===== src/rtl/core/mlft_pkg.sv =====
`default_nettype none

package mlft_pkg;

    // Field widths fixed by the item formats
    localparam int MAC_W  = 48;
    localparam int PORT_W = 4;
    localparam int MASK_W = 16;
    localparam int CFG_W  = 5;
    // Wide enough to hold any port-count limit
    localparam int CNT_W  = 7;

    // Group (multicast/broadcast) flag position in a MAC address
    localparam int GROUP_BIT = 40;

    localparam logic [CFG_W-1:0] ACTIVE_PORTS_RST = CFG_W'(4);

    typedef struct packed {
        logic [PORT_W-1:0] ingress_port;
        logic [MAC_W-1:0]  dest_mac;
        logic [MAC_W-1:0]  src_mac;
    } in_item_t;

    typedef struct packed {
        logic [MASK_W-1:0] egress_mask;
        logic              flooded;
        logic              filtered;
        logic              learned_new;
        logic              table_full;
    } out_item_t;

    // One stored table entry
    typedef struct packed {
        logic [MAC_W-1:0]  mac;
        logic [PORT_W-1:0] port;
    } entry_t;

    // Compare unit results for one entry
    typedef struct packed {
        logic src_hit;
        logic dst_hit;
    } match_t;

    // Ports 0 .. n-1 minus the ingress port
    function automatic logic [MASK_W-1:0] flood_mask(
        input logic [CNT_W-1:0]  n,
        input logic [PORT_W-1:0] ingress
    );
        logic [MASK_W-1:0] m;
        for (int i = 0; i < MASK_W; i++) begin
            m[i] = (CNT_W'(i) < n);
        end
        m[ingress] = 1'b0;
        return m;
    endfunction

endpackage

`default_nettype wire


===== src/rtl/core/mac_learning_forward_table.sv =====
`default_nettype none

// Learning MAC forwarding table. Each item (ingress port, destination MAC,
// source MAC) first learns the source into the lowest free entry, then looks
// up the destination and returns one result: a one-hot egress mask for a
// known unicast destination, a flood mask over ports 0..active_ports-1 (at
// most MAX_PORTS) minus the ingress port for unknown or group destinations,
// or a filtered drop when the destination lives on the ingress port. Entries
// are never removed, so occupied entries are always 0..N-1 and a fill count
// stands in for valid bits; reset empties the table at once. The table is
// one RAM with one write and one read port, scanned one entry per cycle
// through a shared compare unit (N = entries in use, at most TABLE_ENTRIES);
// the result then waits until the output register is free. The next item can
// be accepted in the cycle after the result is loaded. in_ready is low while
// an item is in work. active_ports is written through cfg_wen/cfg_wdata; the
// user must do so only while the block is idle, which it does not enforce.
module mac_learning_forward_table #(
    parameter int TABLE_ENTRIES = 64,
    parameter int MAX_PORTS     = 16
) (
    input  wire logic                       clk,
    input  wire logic                       rst_n,
    input  wire logic                       cfg_wen,
    input  wire logic [mlft_pkg::CFG_W-1:0] cfg_wdata,
    input  wire logic                       in_valid,
    output logic                            in_ready,
    input  wire mlft_pkg::in_item_t         in_item,
    output logic                            out_valid,
    input  wire logic                       out_ready,
    output mlft_pkg::out_item_t             out_item
);

    localparam int AW = (TABLE_ENTRIES > 1) ? $clog2(TABLE_ENTRIES) : 1;
    localparam int CW = $clog2(TABLE_ENTRIES + 1);
    localparam logic [CW-1:0] FULL_CNT = CW'(TABLE_ENTRIES);
    localparam logic [mlft_pkg::CNT_W-1:0] MAXP = mlft_pkg::CNT_W'(MAX_PORTS);

    localparam logic [1:0] S_IDLE  = 2'd0;
    localparam logic [1:0] S_SCAN  = 2'd1;
    localparam logic [1:0] S_LEARN = 2'd2;

    logic [1:0]                       state_reg, state_next;
    mlft_pkg::in_item_t               item_reg;
    logic [CW-1:0]                    idx_reg, idx_next;
    logic                             pend_reg, pend_next;
    logic                             src_hit_reg, src_hit_next;
    logic                             dst_hit_reg, dst_hit_next;
    logic [mlft_pkg::PORT_W-1:0]      dst_port_reg, dst_port_next;
    logic [CW-1:0]                    fill_reg, fill_next;
    logic [mlft_pkg::CFG_W-1:0]       act_reg;
    logic                             out_valid_reg, out_valid_next;
    mlft_pkg::out_item_t              out_item_reg;

    logic                             in_acc;
    logic                             rd_en;
    logic                             done;
    logic                             do_learn;
    mlft_pkg::entry_t                 rd_entry;
    mlft_pkg::entry_t                 wr_entry;
    mlft_pkg::match_t                 hit;
    mlft_pkg::out_item_t              result;

    // Result computation
    logic                             src_new;
    logic                             room;
    logic                             self_hit;
    logic                             known;
    logic [mlft_pkg::PORT_W-1:0]      known_port;
    logic [mlft_pkg::CNT_W-1:0]       act_ext;
    logic [mlft_pkg::CNT_W-1:0]       flood_n;

    assign in_ready  = (state_reg == S_IDLE);
    assign in_acc    = in_valid && in_ready;
    assign out_valid = out_valid_reg;
    assign out_item  = out_item_reg;

    // Scan reads entries 0 .. fill-1
    assign rd_en = (state_reg == S_SCAN) && (idx_reg < fill_reg);
    assign done  = (state_reg == S_LEARN) && (!out_valid_reg || out_ready);

    mlft_table #(
        .ENTRIES (TABLE_ENTRIES),
        .AW      (AW)
    ) u_table (
        .clk   (clk),
        .we    (do_learn),
        .waddr (fill_reg[AW-1:0]),
        .wdata (wr_entry),
        .re    (rd_en),
        .raddr (idx_reg[AW-1:0]),
        .rdata (rd_entry)
    );

    mlft_match u_match (
        .vld      (pend_reg),
        .entry    (rd_entry),
        .src_mac  (item_reg.src_mac),
        .dest_mac (item_reg.dest_mac),
        .hit      (hit)
    );

    // Learn and lookup decision
    always_comb
    begin
        src_new    = !src_hit_reg;
        room       = (fill_reg < FULL_CNT);
        do_learn   = done && src_new && room;
        self_hit   = src_new && room && (item_reg.dest_mac == item_reg.src_mac);
        known      = !item_reg.dest_mac[mlft_pkg::GROUP_BIT] && (dst_hit_reg || self_hit);
        known_port = dst_hit_reg ? dst_port_reg : item_reg.ingress_port;
        act_ext    = mlft_pkg::CNT_W'(act_reg);
        flood_n    = (act_ext > MAXP) ? MAXP : act_ext;

        wr_entry.mac  = item_reg.src_mac;
        wr_entry.port = item_reg.ingress_port;

        result.learned_new = src_new && room;
        result.table_full  = src_new && !room;
        result.flooded     = 1'b0;
        result.filtered    = 1'b0;
        if (!known)
        begin
            result.flooded     = 1'b1;
            result.egress_mask = mlft_pkg::flood_mask(flood_n, item_reg.ingress_port);
        end
        else if (known_port == item_reg.ingress_port)
        begin
            result.filtered    = 1'b1;
            result.egress_mask = '0;
        end
        else
        begin
            result.egress_mask = mlft_pkg::MASK_W'(1) << known_port;
        end
    end

    // Sequencer next state
    always_comb
    begin
        state_next     = state_reg;
        idx_next       = idx_reg;
        pend_next      = 1'b0;
        src_hit_next   = src_hit_reg;
        dst_hit_next   = dst_hit_reg;
        dst_port_next  = dst_port_reg;
        fill_next      = fill_reg;
        out_valid_next = out_valid_reg && !out_ready;
        case (state_reg)
            S_IDLE:
            begin
                if (in_acc)
                begin
                    idx_next     = '0;
                    src_hit_next = 1'b0;
                    dst_hit_next = 1'b0;
                    state_next   = S_SCAN;
                end
            end
            S_SCAN:
            begin
                pend_next = rd_en;
                if (rd_en)
                begin
                    idx_next = idx_reg + CW'(1);
                end
                if (hit.src_hit)
                begin
                    src_hit_next = 1'b1;
                end
                if (hit.dst_hit)
                begin
                    dst_hit_next  = 1'b1;
                    dst_port_next = rd_entry.port;
                end
                if (!rd_en && !pend_reg)
                begin
                    state_next = S_LEARN;
                end
            end
            S_LEARN:
            begin
                if (done)
                begin
                    out_valid_next = 1'b1;
                    state_next     = S_IDLE;
                    if (do_learn)
                    begin
                        fill_next = fill_reg + CW'(1);
                    end
                end
            end
            default:
            begin
                state_next = S_IDLE;
            end
        endcase
    end

    // Control state
    always_ff @(posedge clk or negedge rst_n)
    begin
        if (!rst_n)
        begin
            state_reg     <= S_IDLE;
            idx_reg       <= '0;
            pend_reg      <= 1'b0;
            src_hit_reg   <= 1'b0;
            dst_hit_reg   <= 1'b0;
            fill_reg      <= '0;
            act_reg       <= mlft_pkg::ACTIVE_PORTS_RST;
            out_valid_reg <= 1'b0;
        end
        else
        begin
            state_reg     <= state_next;
            idx_reg       <= idx_next;
            pend_reg      <= pend_next;
            src_hit_reg   <= src_hit_next;
            dst_hit_reg   <= dst_hit_next;
            fill_reg      <= fill_next;
            out_valid_reg <= out_valid_next;
            if (cfg_wen)
            begin
                act_reg <= cfg_wdata;
            end
        end
    end

    // Payload registers
    always_ff @(posedge clk)
    begin
        dst_port_reg <= dst_port_next;
        if (in_acc)
        begin
            item_reg <= in_item;
        end
        if (done)
        begin
            out_item_reg <= result;
        end
    end

endmodule

`default_nettype wire


===== src/rtl/core/mlft_table.sv =====
`default_nettype none

module mlft_table #(
    parameter int ENTRIES = 64,
    parameter int AW      = 6
) (
    input  wire logic              clk,
    input  wire logic              we,
    input  wire logic [AW-1:0]     waddr,
    input  wire mlft_pkg::entry_t  wdata,
    input  wire logic              re,
    input  wire logic [AW-1:0]     raddr,
    output mlft_pkg::entry_t       rdata
);

    mlft_pkg::entry_t mem [ENTRIES];
    mlft_pkg::entry_t rdata_reg;

    // Single write port
    always_ff @(posedge clk)
    begin
        if (we)
        begin
            mem[waddr] <= wdata;
        end
    end

    // Single read port, registered data
    always_ff @(posedge clk)
    begin
        if (re)
        begin
            rdata_reg <= mem[raddr];
        end
    end

    assign rdata = rdata_reg;

endmodule

`default_nettype wire


===== src/rtl/core/mlft_match.sv =====
`default_nettype none

module mlft_match (
    input  wire logic                       vld,
    input  wire mlft_pkg::entry_t           entry,
    input  wire logic [mlft_pkg::MAC_W-1:0] src_mac,
    input  wire logic [mlft_pkg::MAC_W-1:0] dest_mac,
    output mlft_pkg::match_t                hit
);

    // Compare one stored entry against both keys of the item
    always_comb
    begin
        hit.src_hit = vld && (entry.mac == src_mac);
        hit.dst_hit = vld && (entry.mac == dest_mac);
    end

endmodule

`default_nettype wire


===== config.mk =====
export PLATFORM = sky130hd
export DESIGN_NAME = mac_learning_forward_table
export DESIGN_NICKNAME = d
export VERILOG_FILES = /design/src/rtl/core/mlft_pkg.sv /design/src/rtl/core/mac_learning_forward_table.sv /design/src/rtl/core/mlft_table.sv /design/src/rtl/core/mlft_match.sv
export SDC_FILE = /design/constraint.sdc
export NUM_CORES = 2
export LEC_CHECK = 0
export ABC_AREA = 1
export BUFFER_PORTS_ARGS = -buffer_cell sky130_fd_sc_hd__buf_4
export CAP_MARGIN = 20
export CORE_ASPECT_RATIO = 0.8
export CORE_MARGIN = 10
export CORE_UTILIZATION = 30
export CTS_CLUSTER_SIZE = 28
export DETAILED_ROUTE_END_ITERATION = 6
export PLACE_DENSITY = 0.5
export RECOVER_POWER = 25
export SYNTH_ARGS = -nofsm -noshare
export SYNTH_HDL_FRONTEND = slang
export SYNTH_SLANG_ARGS = --single-unit

===== constraint.sdc =====
create_clock -name clk -period 6.29 [get_ports clk]
set_input_delay 1.258 -clock clk [delete_from_list [all_inputs] [get_ports clk]]
set_output_delay 1.258 -clock clk [all_outputs]
set_load 0.005 [all_outputs]

# After elaboration in Yosys (flattened, before gate mapping)
# Memory sizes are Yosys's and may differ from the RTL's. A register that Yosys moved wholly into a read port is not among the register bits.
# Index checks and enable logic that the tools add are counted.
# word_totals
ff_bits	149
latchBits	0
ram_bits	3328
mem_bits_ro	0
elab_cells	112
mem_count	1
# classes
add_sub_neg	2
mul	0
div	0
order_cmp	21
eq_ne	12
shifts	1
mux	25
bitwise_logic	2
n_reduce_logical	31
# memory_table
name	words	width	rd	rd_clocked_by_memory_dff	wr	line	rtl
u_table.mem	64	52	1	1	1	mlft_table.sv:16	mlft_pkg::entry_t mem [ENTRIES];
# op_table
cell	n
48-bit equality test	3
4-bit by 5-bit less-than comparator with 1-bit output (first input constant)	8
16-bit 2-to-1 mux	2
3-bit by 5-bit less-than comparator with 1-bit output (first input constant)	4
16-bit bitwise AND	1
16-bit NOT	1
1-bit by 4-bit left shift with 16-bit output (first input constant)	1
3-bit AND reduction	5
7-bit by 1-bit adder with 7-bit output (second input constant)	2
1-bit logical AND	14
7-bit 2-to-1 mux	2
7-bit case mux with 2 select lines	1
1-bit 2-to-1 mux	11
1-bit by 5-bit less-than comparator with 1-bit output (first input constant)	2
2-bit by 5-bit less-than comparator with 1-bit output (first input constant)	2
2-bit inequality test (second input constant)	4
1-bit logical NOT	7
7-bit less-than comparator	1
7-bit less-than comparator (second input constant)	1
2-bit 2-to-1 mux	3
2-bit case mux with 3 select lines	1
5-bit greater-than comparator (second input constant)	1
4-bit by 5-bit less-than comparator with 1-bit output (second input constant)	1
5-bit 2-to-1 mux	1
12 further kinds	15

# Depth between registers and ports, before layout
# logic_depth
word_depth	7
mapped_depth	14
depth_no_buf	13

# Hierarchy
# Synthesis repeated with hierarchy kept, for this count alone.
# hier_totals
hier_cells	11944
hier_area_um2	142978.4
# by_module_without_submodules
module	n_inst	cells_per_inst	area_each_um2	seq_area_each_um2
mlft_table	1	10944	134791.8	101497.3
mac_learning_forward_table	1	656	6673.9	4350.4
mlft_match	1	344	1512.7	0.0

# Least setup slack after synthesis
# Ideal clock, no wire load.
# synth_path
path_type	input to register
start	input port out_ready
end	memory u_table.mem[56][0] (netlist bit), enable pin
t_arrival_ps	5189
setup_slack_ps	575
cell_stages	6
path_cell_list	nor2_1 > inv_1 > nand2_1 > nor2_1 > inv_1 > nor3_1
# synth_via
elab_chain_len	6
# synth_rtl
element	line	rtl
start, declared	mac_learning_forward_table.sv:29	input wire logic out_ready,
1-bit logical OR	mac_learning_forward_table.sv:79	assign done = (state_reg == S_LEARN) && (!out_valid_reg || out_ready);
1-bit logical AND	mac_learning_forward_table.sv:79	
1-bit logical AND (2 in a row)	mac_learning_forward_table.sv:107	do_learn = done && src_new && room;
1-bit 2-to-1 mux	mlft_table.sv:22	if (we)
1-bit 2-to-1 mux (implied by the code)	mlft_table.sv:24	mem[waddr] <= wdata;
end, declared	mlft_table.sv:16	
# No other way between the ends.

# Worst setup path after layout
# layout_path
start	register item_reg[23] (netlist bit)
end	register src_hit_reg
# layout_via
elab_chain_len	4
# layout_rtl
element	line	rtl
start, declared	mac_learning_forward_table.sv:43	mlft_pkg::in_item_t item_reg;
start signal, assigned	mac_learning_forward_table.sv:235	item_reg <= in_item;
48-bit equality test	mlft_match.sv:14	hit.src_hit = vld && (entry.mac == src_mac);
1-bit logical AND	mlft_match.sv:14	
2-bit inequality test (no source line)	-	
3-bit AND reduction (no source line)	-	
end signal, assigned	mac_learning_forward_table.sv:218	src_hit_reg <= src_hit_next;
end, declared	mac_learning_forward_table.sv:46	logic src_hit_reg, src_hit_next;
# No other way between the ends.
# A chain may end at the register's enable or synchronous reset.

==> results.json <==
{
  "status": "finished with violations",
  "failed_checks": "capacitance limit, slew limit",
  "p_sw_share_pct": 35.0,
  "drive_gt1_share_pct": 8.18,
  "switching_power_uw": 23100,
  "clk_pin_slew_worst_paths_ns": 0.07,
  "p_leak_uw": 0.0506,
  "grt_max_degree": 172,
  "synthCells": 10800,
  "setup-violations-final": 0,
  "grt_pass1_wl_mm": 668,
  "finalNetCount": 11000,
  "slew_viol_final": 706,
  "numCtsBuffers": 352,
  "synth_area_leader_cell": "edfxtp_1",
  "p_clk_share_pct": 31.0,
  "yosys.area.top_type_share_pct": 75.3,
  "startpoint_type": "register",
  "finalSetupTns_ns": 0,
  "first_pass_iters": 5,
  "seqPwrFrac_pct": 42.7,
  "synth_cell_types": 36,
  "combPwrFrac_pct": 26.3,
  "clockBufferDepth": 4,
  "cts_setup_buffers": 0,
  "cts_max_level": 5,
  "clkSinkCount": 3529,
  "r2r_setup_slack_ns": 1.94,
  "ys_seq_area_share_pct": 75.8,
  "yosys_warnings": 0,
  "port_buffers": 131,
  "final_cell_mix": "edfxtp_1 (3504), nor2_1 (2097), o21ai_0 (1447), nand2_1 (870), nand3_1 (547)",
  "syn-cell-area_um2": 140000,
  "die_x_um": 783,
  "async_flop_share_pct": 0.708,
  "fin_crit_sh_pct": 69.1,
  "ir_worst_vdd_v": 0.000289,
  "worstPathArrival_ns": 5.18,
  "overflow": 0,
  "design_area_um2": 160000,
  "grt_pass1_vias": 83300,
  "end_kind": "register",
  "clock-root-buffer": "clkbuf_16",
  "routed_wl_mm": 480,
  "dpl_cell_area_um2": 149000,
  "antenna_left": 0,
  "clock.fmax_mhz": 230,
  "ioPinCount": 132,
  "area_growth_pct": 14.2,
  "synthFlopType": "edfxtp_1",
  "maxCapViolations": 13,
  "dp_hpwl_mm": 275,
  "max_slew.worst_pin.slew_ns": 3.83,
  "cp.required_ns": 7.12,
  "max_stage_delay_ns": 2.65,
  "cp_cell_sequence": "clkbuf_1 -> o22ai_1 -> nor2_1 -> nand3_1 -> nor2_1 -> nand2_1 -> a21oi_1",
  "p_per_area_nw_per_um2": 414,
  "wl_per_cell_um": 27.6,
  "avgSynthCellArea_um2": 13.0,
  "crit_path_top_delay_cell": "clkbuf_1",
  "synth-edff-count": 3504,
  "path_class": "register to register",
  "cp_max_fo": 66,
  "cts_resized": 0,
  "hold_buffers": 0,
  "drc_errors": 0,
  "rows": 224,
  "rsz0062_at_grt": "false",
  "largest_register_ffs": 3328,
  "intPower_uw": 43000,
  "antenna_found_initial": 36,
  "vias": 91500,
  "ys_ff_latch": 3529,
  "hold_viol": 0,
  "layout_commonest_cell": "edfxtp_1",
  "initial_core_util_pct": 30.1,
  "clk-insertion-delay-late_ns": 0.95,
  "synth_fp_nets": 10900,
  "holdCritPathClass": "input pin to register",
  "globalplace.congestion": 0.912,
  "fill_cells": 45500,
  "relSlewSlack_pct": -155,
  "critPathMostFrequentCell": "nor2_1",
  "avgViaCountPerCell": 5.26,
  "yosys-top-cells-area": "edfxtp_1 (75%), nor2_1 (5.8%), o21ai_0 (5.2%)",
  "core_area_um2": 465000,
  "die_area_um2": 494000,
  "track_usage_pct": 18.5,
  "period_minus_slack_ns": 4.35,
  "fin_skew_ns": 0.0688,
  "fp.dieH_um": 630,
  "cts_tree": "yes",
  "drtIter0Drc": 12700
}
## area by class of cell
cell class | count | area (um^2) | area share, %
tap | 6215 | 7780 | 4.87
sequential | 3529 | 106000 | 66.3
clock inverter | 180 | 1620 | 1.02
antenna | 9 | 22.5 | 0.0141
multi-input combinational | 6364 | 30500 | 19.1
clock buffer | 441 | 9160 | 5.74
inverter | 186 | 747 | 0.468
timing repair buffer | 452 | 3940 | 2.47
## through the flow
| step | hold WS [ns] | std cells | utilization, % | worst slack [ns] | total power (uW) |
|---|---|---|---|---|---|
| floorplan | 0.400 | 10800 | - | 0.575 | 38500 |
| global placement | 0.530 | 16700 | 32.1 | 2.21 | 45900 |
| detailed placement | 0.532 | 16700 | 32.1 | 2.22 | 45900 |
| CTS | 0.230 | 17400 | 34.4 | 2.34 | 66300 |
| global route | 0.494 | 17400 | 34.3 | 1.66 | 68800 |
| finish | 0.537 | 17400 | 34.3 | 1.94 | 66100 |
## power groups by stage
stage	combinational [uW]	sequential, uW	clock [uW]
detailed placement	17200	28600	0
global route	18900	28200	21700
finish	17400	28200	20500
global placement	17300	28700	0
floorplan	9910	28600	0
CTS	17300	28200	20800
## worst paths after layout
path / startpoint / cells past startpoint / to
min in group asynchronous: rst_n / 1 / act_reg[1]
worst max register to register: item_reg[23] / 7 / src_hit_reg
worst min-delay path: in_item[53] / 1 / item_reg[53]
worst min register to register: src_hit_reg / 2 / src_hit_reg
max in group asynchronous: rst_n / 1 / idx_reg[2]
worst max-delay path: item_reg[23] / 7 / src_hit_reg
## cells in the mapped netlist, types with 2 or more instances
| cell | number |
|---|---|
| nor4_1 | 2 |
| o221ai_1 | 38 |
| nand2_1 | 870 |
| inv_2 | 5 |
| buf_1 | 54 |
| o21ai_0 | 1447 |
| nor2_1 | 2160 |
| or2_2 | 6 |
| nand4_1 | 34 |
| o21ai_2 | 2 |
| buf_6 | 12 |
| ha_1 | 8 |
| clkbuf_1 | 390 |
| a211oi_1 | 4 |
| edfxtp_1 | 3504 |
| o22ai_1 | 410 |
| inv_1 | 180 |
| dfrtp_1 | 24 |
| buf_4 | 54 |
| o21ai_1 | 248 |
| xor2_1 | 26 |
| o211ai_1 | 378 |
| a21oi_1 | 133 |
| buf_2 | 196 |
| a221oi_1 | 3 |
| nand3b_1 | 2 |
| xnor2_1 | 14 |
| nor3_1 | 27 |
| nand3_1 | 547 |
## metal layers
metal  share of wire [%]  up-vias  track usage [%]
li1                    -    39900                -
met2                  42     4150             26.4
met5               0.013        -                0
met4                 2.4       10             4.07
met1                  46    46900             28.4
met3                  10      572             4.33
## worst max-delay path, delay by kind of cell, from the launching register on
family          cells  cell delay [ns]
simple gates        4             0.69
flops               1             0.43
buf+inv             1             2.65
compound gates      2             0.46
## kinds of logic after synthesis
family          after synthesis  synth area share (%)
xor+xnor                     40                 0.251
fa+ha+maj                     8                0.0717
flops                      3529                  75.8
compound gates             2666                  10.7
buf+inv                     892                  2.78
simple gates               3650                  10.4
Note: power is estimated with default switching activity, not from simulation.
